## src/hdl/trsto_pkg.sv

```systemverilog
`timescale 1ns / 1ps
// ----------------------------------------------------------------------------
// trsto_pkg: shared types and constants
// Event kinds, machine state codes, status codes and the decoded request.
// ----------------------------------------------------------------------------
package trsto_pkg;

  localparam int unsigned NUM_COUNTERS = 9;
  localparam logic [31:0] COUNTER_CEILING_DEFAULT = 32'hFFFF_FFFF;
  localparam logic [31:0] DEADLINE_RESET = 32'd10000000;

  localparam logic [2:0] EV_SUBMIT  = 3'd0;
  localparam logic [2:0] EV_TICK    = 3'd1;
  localparam logic [2:0] EV_CONSUME = 3'd2;
  localparam logic [2:0] EV_CLAIM   = 3'd3;
  localparam logic [2:0] EV_PUBLISH = 3'd4;

  localparam logic [3:0] ST_IDLE        = 4'd1;
  localparam logic [3:0] ST_SUBMIT      = 4'd2;
  localparam logic [3:0] ST_BUSY        = 4'd3;
  localparam logic [3:0] ST_SUBMITTED   = 4'd4;
  localparam logic [3:0] ST_RUNNING     = 4'd5;
  localparam logic [3:0] ST_READY       = 4'd6;
  localparam logic [3:0] ST_ACCEPTED    = 4'd7;
  localparam logic [3:0] ST_DISCARDED   = 4'd8;
  localparam logic [3:0] ST_TIMEOUT     = 4'd9;
  localparam logic [3:0] ST_FAILED      = 4'd10;
  localparam logic [3:0] ST_RETURN_IDLE = 4'd11;

  localparam logic [2:0] STS_OK      = 3'd0;
  localparam logic [2:0] STS_INVALID = 3'd1;
  localparam logic [2:0] STS_BUSY    = 3'd2;
  localparam logic [2:0] STS_PENDING = 3'd3;
  localparam logic [2:0] STS_NOTHING = 3'd4;
  localparam logic [2:0] STS_DISCARD = 3'd5;

  localparam logic [3:0] CODE_UNCONF   = 4'd1;
  localparam logic [3:0] CODE_TIMEOUT  = 4'd2;

  localparam int unsigned C_SUBMIT   = 0;
  localparam int unsigned C_REJ_BUSY = 1;
  localparam int unsigned C_REJ_PEND = 2;
  localparam int unsigned C_CLAIM    = 3;
  localparam int unsigned C_SUCCESS  = 4;
  localparam int unsigned C_FAILURE  = 5;
  localparam int unsigned C_TIMEOUT  = 6;
  localparam int unsigned C_DISCARD  = 7;
  localparam int unsigned C_CONSUME  = 8;

  localparam int unsigned IN_W  = 3 + 64 + 32 + 8 + 3 + 32 + 1 + 1 + 4 + 1 + 4;
  localparam int unsigned IN_TW = ((IN_W + 7) / 8) * 8;
  localparam int unsigned OUT_W = 3 + 4 + 4 + 4 + 32 + 8 + 3 + 32 + 64 + 64 + 32 + 2;
  localparam int unsigned OUT_TW = ((OUT_W + 7) / 8) * 8;

  typedef struct packed {
    logic [7:0]  slot;
    logic [2:0]  provider;
    logic [31:0] date;
  } window_t;

  // decoded request handed from front to back
  typedef struct packed {
    logic [2:0]  kind;
    logic [63:0] now_us;
    logic [31:0] generation;
    window_t     win;
    logic        sub_valid;
    logic [3:0]  provider_code;
    logic        expect_present;
    logic [3:0]  counter_select;
  } req_t;

endpackage

```

## src/hdl/trsto_front.sv

```systemverilog
`timescale 1ns / 1ps
// ----------------------------------------------------------------------------
// trsto_front: request intake
// Unpacks the input stream and checks submit validity, then queues requests.
// ----------------------------------------------------------------------------
module trsto_front (
  input  logic                          clk,
  input  logic                          rst,
  input  logic                          s_tvalid,
  output logic                          s_tready,
  input  logic [trsto_pkg::IN_TW-1:0]   s_tdata,
  output logic                          q_valid,
  input  logic                          q_ready,
  output trsto_pkg::req_t               q_req
);
  import trsto_pkg::*;

  req_t   dec;
  req_t   fifo [2];
  logic   wr_ptr;
  logic   rd_ptr;
  logic [1:0] count;
  logic   push;
  logic   pop;

  always_comb begin
    dec.kind           = s_tdata[2:0];
    dec.now_us         = s_tdata[66:3];
    dec.generation     = s_tdata[98:67];
    dec.win.slot       = s_tdata[106:99];
    dec.win.provider   = s_tdata[109:107];
    dec.win.date       = s_tdata[141:110];
    dec.sub_valid      = (s_tdata[98:67] != 32'd0) && !s_tdata[106] &&
                         (s_tdata[109:107] != 3'd0) && s_tdata[142] && s_tdata[143];
    dec.provider_code  = s_tdata[147:144];
    dec.expect_present = s_tdata[148];
    dec.counter_select = s_tdata[152:149];
  end

  assign s_tready = (count != 2'd2);
  assign push     = s_tvalid && s_tready;
  assign q_valid  = (count != 2'd0);
  assign pop      = q_valid && q_ready;
  assign q_req    = fifo[rd_ptr];

  always_ff @(posedge clk) begin
    if (push) begin
      fifo[wr_ptr] <= dec;
    end
    if (rst) begin
      wr_ptr <= 1'b0;
      rd_ptr <= 1'b0;
      count  <= 2'd0;
    end else begin
      if (push) wr_ptr <= ~wr_ptr;
      if (pop) rd_ptr <= ~rd_ptr;
      count <= count + {1'b0, push} - {1'b0, pop};
    end
  end

  a_count_range: assert property (@(posedge clk) disable iff (rst) count != 2'd3)
    else $error("queue count out of range");
  a_no_push_full: assert property (@(posedge clk) disable iff (rst)
    count == 2'd2 |-> !push) else $error("push into full queue");
  a_count_track: assert property (@(posedge clk) disable iff (rst)
    (push && !pop) |=> count == $past(count) + 2'd1) else $error("count lost push");
endmodule

```

## src/hdl/trsto_back.sv

```systemverilog
`timescale 1ns / 1ps
// ----------------------------------------------------------------------------
// trsto_back: mailbox engine
// Carries out one request per cycle while the output skid has room, against
// the slot state, and registers the result into a two-entry output skid.
// ----------------------------------------------------------------------------
module trsto_back #(
  parameter logic [31:0] COUNTER_CEILING = trsto_pkg::COUNTER_CEILING_DEFAULT
) (
  input  logic                          clk,
  input  logic                          rst,
  input  logic                          q_valid,
  output logic                          q_ready,
  input  trsto_pkg::req_t               q_req,
  input  logic [31:0]                   deadline_us,
  output logic                          m_tvalid,
  input  logic                          m_tready,
  output logic [trsto_pkg::OUT_TW-1:0]  m_tdata
);
  import trsto_pkg::*;

  logic [3:0]  fsm_state, fsm_state_next;
  logic [3:0]  event_note, event_note_next;
  logic [3:0]  last_outcome, last_outcome_next;
  logic [31:0] highest_gen, highest_gen_next;
  logic        f_flight, f_flight_next;
  logic        f_request, f_request_next;
  logic        f_result, f_result_next;
  logic [31:0] flight_gen, flight_gen_next;
  logic [63:0] flight_start, flight_start_next;
  window_t     flight_win, flight_win_next;
  logic [31:0] result_gen, result_gen_next;
  window_t     result_win, result_win_next;
  logic [63:0] res_start, res_start_next;
  logic [63:0] res_finish, res_finish_next;
  logic [31:0] counters [NUM_COUNTERS];
  logic [NUM_COUNTERS-1:0] bump;

  logic [2:0]  status;
  logic [31:0] o_gen;
  window_t     o_win;
  logic [63:0] o_start, o_finish;
  logic [63:0] elapsed;
  logic        accepts;
  logic [31:0] cnt_val;
  logic [OUT_TW-1:0] result_word;

  logic [OUT_TW-1:0] obuf [2];
  logic        owr, ord;
  logic [1:0]  ocount;
  logic        fire;

  assign q_ready = (ocount != 2'd2);
  assign fire    = q_valid && q_ready;
  assign elapsed = q_req.now_us - flight_start;
  assign accepts = (fsm_state == ST_IDLE) || (fsm_state == ST_TIMEOUT) ||
                   (fsm_state == ST_FAILED);

  always_comb begin
    fsm_state_next    = fsm_state;
    event_note_next   = event_note;
    last_outcome_next = last_outcome;
    highest_gen_next  = highest_gen;
    f_flight_next     = f_flight;
    f_request_next    = f_request;
    f_result_next     = f_result;
    flight_gen_next   = flight_gen;
    flight_start_next = flight_start;
    flight_win_next   = flight_win;
    result_gen_next   = result_gen;
    result_win_next   = result_win;
    res_start_next    = res_start;
    res_finish_next   = res_finish;
    bump     = '0;
    status   = STS_NOTHING;
    o_gen    = '0;
    o_win    = '0;
    o_start  = '0;
    o_finish = '0;
    case (q_req.kind)
      EV_SUBMIT: begin
        if (!q_req.sub_valid) begin
          event_note_next = ST_BUSY;
          status = STS_INVALID;
        end else if (q_req.generation <= highest_gen) begin
          status = STS_INVALID;
        end else if (f_result) begin
          bump[C_REJ_PEND] = 1'b1;
          event_note_next = ST_BUSY;
          status = STS_PENDING;
        end else if (f_flight || f_request || !accepts) begin
          bump[C_REJ_BUSY] = 1'b1;
          event_note_next = ST_BUSY;
          status = STS_BUSY;
        end else begin
          f_flight_next     = 1'b1;
          f_request_next    = 1'b1;
          highest_gen_next  = q_req.generation;
          flight_gen_next   = q_req.generation;
          flight_win_next   = q_req.win;
          flight_start_next = q_req.now_us;
          fsm_state_next    = ST_SUBMITTED;
          bump[C_SUBMIT]    = 1'b1;
          event_note_next   = ST_SUBMIT;
          status = STS_OK;
        end
      end
      EV_TICK: begin
        if (f_flight && (q_req.now_us > flight_start) &&
            (elapsed >= {32'd0, deadline_us})) begin
          f_flight_next     = 1'b0;
          f_request_next    = 1'b0;
          flight_gen_next   = '0;
          flight_start_next = '0;
          flight_win_next   = '0;
          fsm_state_next    = ST_TIMEOUT;
          last_outcome_next = CODE_TIMEOUT;
          bump[C_TIMEOUT]   = 1'b1;
          event_note_next   = ST_TIMEOUT;
          status = STS_OK;
        end
      end
      EV_CONSUME: begin
        if (f_result) begin
          if (q_req.expect_present && (q_req.win != result_win)) begin
            bump[C_DISCARD] = 1'b1;
            event_note_next = ST_DISCARDED;
            status = STS_DISCARD;
          end else begin
            o_gen    = result_gen;
            o_win    = result_win;
            o_start  = res_start;
            o_finish = res_finish;
            bump[C_CONSUME] = 1'b1;
            event_note_next = ST_ACCEPTED;
            status = STS_OK;
          end
          f_result_next   = 1'b0;
          result_gen_next = '0;
          result_win_next = '0;
          res_start_next  = '0;
          res_finish_next = '0;
          fsm_state_next  = ST_IDLE;
        end
      end
      EV_CLAIM: begin
        if (f_request && (fsm_state == ST_SUBMITTED)) begin
          o_gen = flight_gen;
          o_win = flight_win;
          f_request_next  = 1'b0;
          fsm_state_next  = ST_RUNNING;
          bump[C_CLAIM]   = 1'b1;
          event_note_next = ST_RUNNING;
          status = STS_OK;
        end
      end
      EV_PUBLISH: begin
        if (!f_flight || (q_req.generation == 32'd0) ||
            (q_req.generation != flight_gen) || f_result) begin
          bump[C_DISCARD] = 1'b1;
          event_note_next = ST_DISCARDED;
          status = STS_DISCARD;
        end else begin
          result_gen_next = q_req.generation;
          result_win_next = flight_win;
          res_start_next  = flight_start;
          res_finish_next = q_req.now_us;
          f_result_next   = 1'b1;
          fsm_state_next  = ST_READY;
          if (q_req.provider_code == 4'd0) begin
            bump[C_SUCCESS] = 1'b1;
            event_note_next = ST_READY;
          end else begin
            bump[C_FAILURE] = 1'b1;
            event_note_next = ST_FAILED;
          end
          last_outcome_next = q_req.provider_code;
          f_flight_next     = 1'b0;
          flight_gen_next   = '0;
          flight_start_next = '0;
          flight_win_next   = '0;
          status = STS_OK;
        end
      end
      default: begin
        status = STS_NOTHING;
      end
    endcase
  end

  // counters report the value after this request's update
  always_comb begin
    cnt_val = '0;
    for (int i = 0; i < NUM_COUNTERS; i++) begin
      if (q_req.counter_select == 4'(i)) begin
        cnt_val = (bump[i] && (counters[i] < COUNTER_CEILING)) ?
                  counters[i] + 32'd1 : counters[i];
      end
    end
  end

  assign result_word = {{(OUT_TW-OUT_W){1'b0}},
                        f_result_next, f_flight_next,
                        cnt_val, o_finish, o_start,
                        o_win.date, o_win.provider, o_win.slot, o_gen,
                        last_outcome_next, event_note_next, fsm_state_next, status};

  always_ff @(posedge clk) begin
    if (fire) begin
      obuf[owr] <= result_word;
    end
    if (rst) begin
      fsm_state    <= ST_IDLE;
      event_note   <= ST_RETURN_IDLE;
      last_outcome <= CODE_UNCONF;
      highest_gen  <= '0;
      f_flight     <= 1'b0;
      f_request    <= 1'b0;
      f_result     <= 1'b0;
      flight_gen   <= '0;
      flight_start <= '0;
      flight_win   <= '0;
      result_gen   <= '0;
      result_win   <= '0;
      res_start    <= '0;
      res_finish   <= '0;
      for (int i = 0; i < NUM_COUNTERS; i++) counters[i] <= '0;
      owr    <= 1'b0;
      ord    <= 1'b0;
      ocount <= 2'd0;
    end else begin
      if (fire) begin
        fsm_state    <= fsm_state_next;
        event_note   <= event_note_next;
        last_outcome <= last_outcome_next;
        highest_gen  <= highest_gen_next;
        f_flight     <= f_flight_next;
        f_request    <= f_request_next;
        f_result     <= f_result_next;
        flight_gen   <= flight_gen_next;
        flight_start <= flight_start_next;
        flight_win   <= flight_win_next;
        result_gen   <= result_gen_next;
        result_win   <= result_win_next;
        res_start    <= res_start_next;
        res_finish   <= res_finish_next;
        for (int i = 0; i < NUM_COUNTERS; i++) begin
          if (bump[i] && (counters[i] < COUNTER_CEILING)) counters[i] <= counters[i] + 32'd1;
        end
        owr <= ~owr;
      end
      if (m_tvalid && m_tready) ord <= ~ord;
      ocount <= ocount + {1'b0, fire} - {1'b0, m_tvalid && m_tready};
    end
  end

  assign m_tvalid = (ocount != 2'd0);
  assign m_tdata  = obuf[ord];

  a_one_bump: assert property (@(posedge clk) disable iff (rst) $onehot0(bump))
    else $error("more than one counter bumped");
  a_result_clears_flight: assert property (@(posedge clk) disable iff (rst)
    f_result |-> !(f_flight && fsm_state == ST_READY)) else $error("flight and result");
  a_request_needs_flight: assert property (@(posedge clk) disable iff (rst)
    (fsm_state == ST_SUBMITTED) |-> f_flight) else $error("submitted without flight");
  a_ocount: assert property (@(posedge clk) disable iff (rst) ocount != 2'd3)
    else $error("output skid overflow");
endmodule

```

## src/hdl/tagged_request_slot_with_timeout.sv

```systemverilog
`timescale 1ns / 1ps
// ----------------------------------------------------------------------------
// tagged_request_slot_with_timeout: generation-tagged request mailbox
// a request's result passes through the request queue, then the engine output
// register; the mailbox takes one request per cycle while the output skid has
// room. reset (rst, synchronous) empties both queues,
// clears the slot and counters and reloads deadline_us to 10000000.
// ----------------------------------------------------------------------------
module tagged_request_slot_with_timeout #(
  parameter logic [31:0] COUNTER_CEILING = trsto_pkg::COUNTER_CEILING_DEFAULT
) (
  input  logic                          clk,
  input  logic                          rst,
  input  logic                          cfg_valid,
  output logic                          cfg_ready,
  input  logic [31:0]                   cfg_data,
  input  logic                          s_tvalid,
  output logic                          s_tready,
  // req_type, now_us, generation, window_slot, window_provider, window_date,
  // has_host_and_path, epoch_trusted, provider_code, expect_present,
  // counter_select
  input  logic [trsto_pkg::IN_TW-1:0]   s_tdata,
  output logic                          m_tvalid,
  input  logic                          m_tready,
  // status, machine_state, event_note, last_provider_code, item_generation,
  // out_slot, out_provider, out_date, start_time, finish_time,
  // counter_value, busy_flags
  output logic [trsto_pkg::OUT_TW-1:0]  m_tdata
);
  import trsto_pkg::*;

  logic        q_valid;
  logic        q_ready;
  req_t        q_req;
  logic [31:0] deadline_us;

  assign cfg_ready = 1'b1;

  always_ff @(posedge clk) begin
    if (rst) begin
      deadline_us <= DEADLINE_RESET;
    end else if (cfg_valid) begin
      deadline_us <= cfg_data;
    end
  end

  trsto_front u_front (
    .clk      (clk),
    .rst      (rst),
    .s_tvalid (s_tvalid),
    .s_tready (s_tready),
    .s_tdata  (s_tdata),
    .q_valid  (q_valid),
    .q_ready  (q_ready),
    .q_req    (q_req)
  );

  trsto_back #(.COUNTER_CEILING(COUNTER_CEILING)) u_back (
    .clk         (clk),
    .rst         (rst),
    .q_valid     (q_valid),
    .q_ready     (q_ready),
    .q_req       (q_req),
    .deadline_us (deadline_us),
    .m_tvalid    (m_tvalid),
    .m_tready    (m_tready),
    .m_tdata     (m_tdata)
  );
endmodule

```

## config.mk

```make
export PLATFORM = sky130hd
export DESIGN_NAME = tagged_request_slot_with_timeout
export DESIGN_NICKNAME = d
export VERILOG_FILES = /design/src/hdl/trsto_pkg.sv /design/src/hdl/trsto_front.sv /design/src/hdl/trsto_back.sv /design/src/hdl/tagged_request_slot_with_timeout.sv
export SDC_FILE = /design/constraint.sdc
export NUM_CORES = 2
export LEC_CHECK = 0
export BUFFER_PORTS_ARGS = -buffer_cell sky130_fd_sc_hd__buf_4
export CAP_MARGIN = 20
export CORE_UTILIZATION = 55
export CTS_CLUSTER_DIAMETER = 40
export DETAILED_ROUTE_END_ITERATION = 16
export PLACE_DENSITY_LB_ADDON = 0.3
export SYNTH_ARGS = -nofsm -noshare
export SYNTH_HDL_FRONTEND = slang
export SYNTH_SLANG_ARGS = --single-unit
```

## constraint.sdc

```tcl
create_clock -name clk -period 28.8 [get_ports clk]
set_input_delay 2.88 -clock clk [delete_from_list [all_inputs] [get_ports clk]]
set_output_delay 2.88 -clock clk [all_outputs]
set_load 0.01 [all_outputs]
```

==> run metrics <==
initial antenna violation count=4; Final Hold Slack=0.454 ns; Netlist cell types=91; total of max-cap violations=0; drt first-iter violations=6426; HP Class=reg2reg; Clock Skews=0.0717 ns; crit path buf inv count=4; Routed WL per cell=24.6 um; Pwr Density=92.9 nW/um2; final hold vios=0; Max Slew Vio Count=0; CP delay by family, top=compound AO/OA/AOI/OAI gates; synthesized area=75900 um2; largest net degree at the start of global routing=206; Final setup violation count=0; TritonRoute pass-1 iters=6; Critical Path RT=29.32 ns; dominant cells by area after synthesis=edfxtp_1 (43%), dfxtp_1 (11%), mux2_2 (4.8%); Post-CTS Repair Setup Buffers=0; H-tree depth=4; Core Area=136000 um2; routed wire length=226 mm; Clk pwr share=0.301; sequential-to-total area share from yosys stat=0.548; clk slew on worst S/H paths=0.06 ns; share of flip-flops with an asynchronous set or reset=0; crit-path max FO=85; gr usage total=0.313; Skew-Pair Late Insertion Delay=0.85 ns; Net Sw Frac=0.355; Vias=57526; Post-synth top flop=edfxtp_1; Die H=373 um; Die X=373 um; CP Capture Type=flip-flop; Worst setup SP type=flip-flop; post-synthesis cell count=6933; Root Buffer Master=clkbuf_16; RSZ-0062 raised after global routing=no; R2R Setup Slk=18.91 ns; initial core utilization=0.557; most common cell in the netlist=edfxtp_1; total negative setup slack=0 ns; # rows=135; CP max stage delay=1.01 ns; status=complete, no violations; FF-to-FF path depth=27; Worst R2R End=u_back.counters[1][43]; Post-synth top cells=edfxtp_1 (1096), nor2_1 (868), nand3_1 (466); CP max-delay cell=dfxtp_4; ANT nets after route=0; post-DR vias/cell=6.27; crit share post-route=0.343; Hold Path End=u_back.result_gen[0]; layout cells sized above 1=0.167; synthesized area per cell=10.9 um2; crit path time final=9.89 ns; DRC=0; maximum root-to-sink buffer count=3; share of power burned in combinational logic=0.326; crit path DAT=10.40 ns; hold path start=u_back.result_gen[0]; Hold Path Stages=2; sequential power share=0.373; critical setup path kind=reg2reg; worst-margin pin slew=1.27 ns; NetSw=2870 uW; Final #Nets=7560; remaining global-route overflow=0; share of Yosys cell area claimed by the top area cell type=0.434; IO buf count=443; CTS tree=done; cts bufs inserted=190; Static Leak=0.0300 uW; register bit total from synthesis=1527; Yosys warning total=0; post_cts resized=0; I/O Pins=456; FILL cells=10491; VDD IR-drop max=0.108 mV; Placer Congestion=1.03; vias in the first global route=54502; non-filler cells, final=9173; CP dominant cell by count=buf_4; first-pass GRT wire length=335 mm; cell-internal power=5220 uW; hold_buf cts=0; cell taking the most area after synthesis=edfxtp_1; DP Cell Count=8810; fmax=0.101 GHz; Die Footprint=139000 um2; number of synthesized flops with an enable pin=1096; Area growth syn-to-layout=14.7%; HPWL after DPL=155 mm; clock sinks=1527; Slew headroom=0.152
-- worst reg2reg max path, stage by stage (launching register included) --
cell	delay [ns]
dfxtp_4	1.01
mux2i_1	0.41
ha_1	0.37
fa_1	0.43
nand2b_1	0.26
a211o_1	0.33
a2111oi_0	0.42
nand3b_1	0.28
a21boi_1	0.17
nor2_1	0.11
nor2_1	0.06
xnor2_1	0.15
ha_1	0.20
a2111oi_0	0.64
o21ai_0	0.22
a2111o_1	0.39
nor4_1	0.24
o2111a_1	0.26
nand4_1	0.13
nor4b_1	0.62
buf_4	0.25
a21boi_2	0.05
buf_4	0.25
nand2_2	0.36
a311o_2	0.26
buf_4	0.73
buf_4	0.83
nor2_1	0.16
-- worst max-delay path by stage --
stage	start	to	slack, ns	depth (start not counted)
2_1_floorplan	u_back.ocount[1]	u_back.obuf[0][0]	16.59	5
3_3_place_gp	flip-flop	u_back.counters[1][39]	19.17	25
3_5_place_dp	flip-flop	u_back.counters[1][54]	19.17	27
4_1_cts	flip-flop	u_back.counters[1][43]	19.11	27
5_1_grt	flip-flop	u_back.counters[1][43]	18.45	27
6_report	flip-flop	u_back.counters[1][43]	18.91	27
-- through the flow --
stage / setup slack (ns) / cell area [um2] / total power [uW] / util
finish: 18.91 / 87000 / 8080 / 0.639
CTS: 19.11 / 87000 / 8090 / 0.639
detailed placement: 19.17 / 80400 / 5650 / 0.590
global route: 18.45 / 87000 / 8390 / 0.639
floorplan: 16.59 / 75900 / 4650 / -
global placement: 19.17 / 80400 / 5610 / 0.590
-- cells by family (layout without fill, tap and decap cells) --
group	count (synthesis)	in the layout	synth area share
buf+inv	696	1149	0.0386
fa+ha+maj	142	142	0.0235
flops	1527	1527	0.548
xor+xnor	635	635	0.0733
simple gates	2372	2372	0.147
other cells	2	8	0.0000990
compound gates	1109	1109	0.105
mux	450	450	0.0647
-- cell type report --
cell class / instances / area, um2 / area share
antenna: 3 / 7.51 / 0.0000863
clock buffer: 221 / 4960 / 0.0570
clock inverter: 139 / 1680 / 0.0193
inverter: 267 / 1010 / 0.0116
multi-input combinational: 4713 / 31600 / 0.363
sequential: 1527 / 41500 / 0.477
tap: 1781 / 2230 / 0.0256
timing repair buffer: 522 / 4030 / 0.0463
-- flip-flops by register name, summed over array words and instances (netlist names), 4 cells and up, named ones only --
name                 flops
u_back.obuf            504
u_front.fifo           304
u_back.counters        288
u_back.flight_start     64
u_back.res_finish       64
u_back.res_start        64
u_back.flight_win       43
u_back.result_win       43
deadline_us             32
u_back.flight_gen       32
u_back.highest_gen      32
u_back.result_gen       32
u_back.event_note        4
u_back.fsm_state         4
u_back.last_outcome      4
-- metal layers --
layer,routed length (um),vias to the layer above,global-route usage
li1,-,26012,-
met4,11000,0,0.146
met3,18300,460,0.0531
met1,90600,28312,0.412
met5,0,-,0
met2,106000,2742,0.505
-- cell usage in the layout, fill, tap and decap left out, types with 154 or more instances in the layout --
cell / netlist / routed
a21oi_1: 178 / 178
xnor2_1: 368 / 368
and2_1: 155 / 154
nand2_1: 400 / 400
edfxtp_1: 1096 / 1096
xor2_1: 267 / 267
inv_1: 266 / 266
a22oi_1: 218 / 218
nand3_1: 466 / 465
clkbuf_16: 0 / 190
buf_4: 10 / 513
mux2_2: 322 / 322
dfxtp_1: 431 / 429
nor2_1: 868 / 862
-- power groups by stage --
stage / clock network (uW) / logic (uW) / registers (uW)
floorplan: 0 / 1580 / 3070
global placement: 0 / 2580 / 3030
detailed placement: 0 / 2600 / 3050
CTS: 2460 / 2620 / 3010
global route: 2550 / 2790 / 3050
finish: 2440 / 2630 / 3010
(Power assumes the default switching activity.)
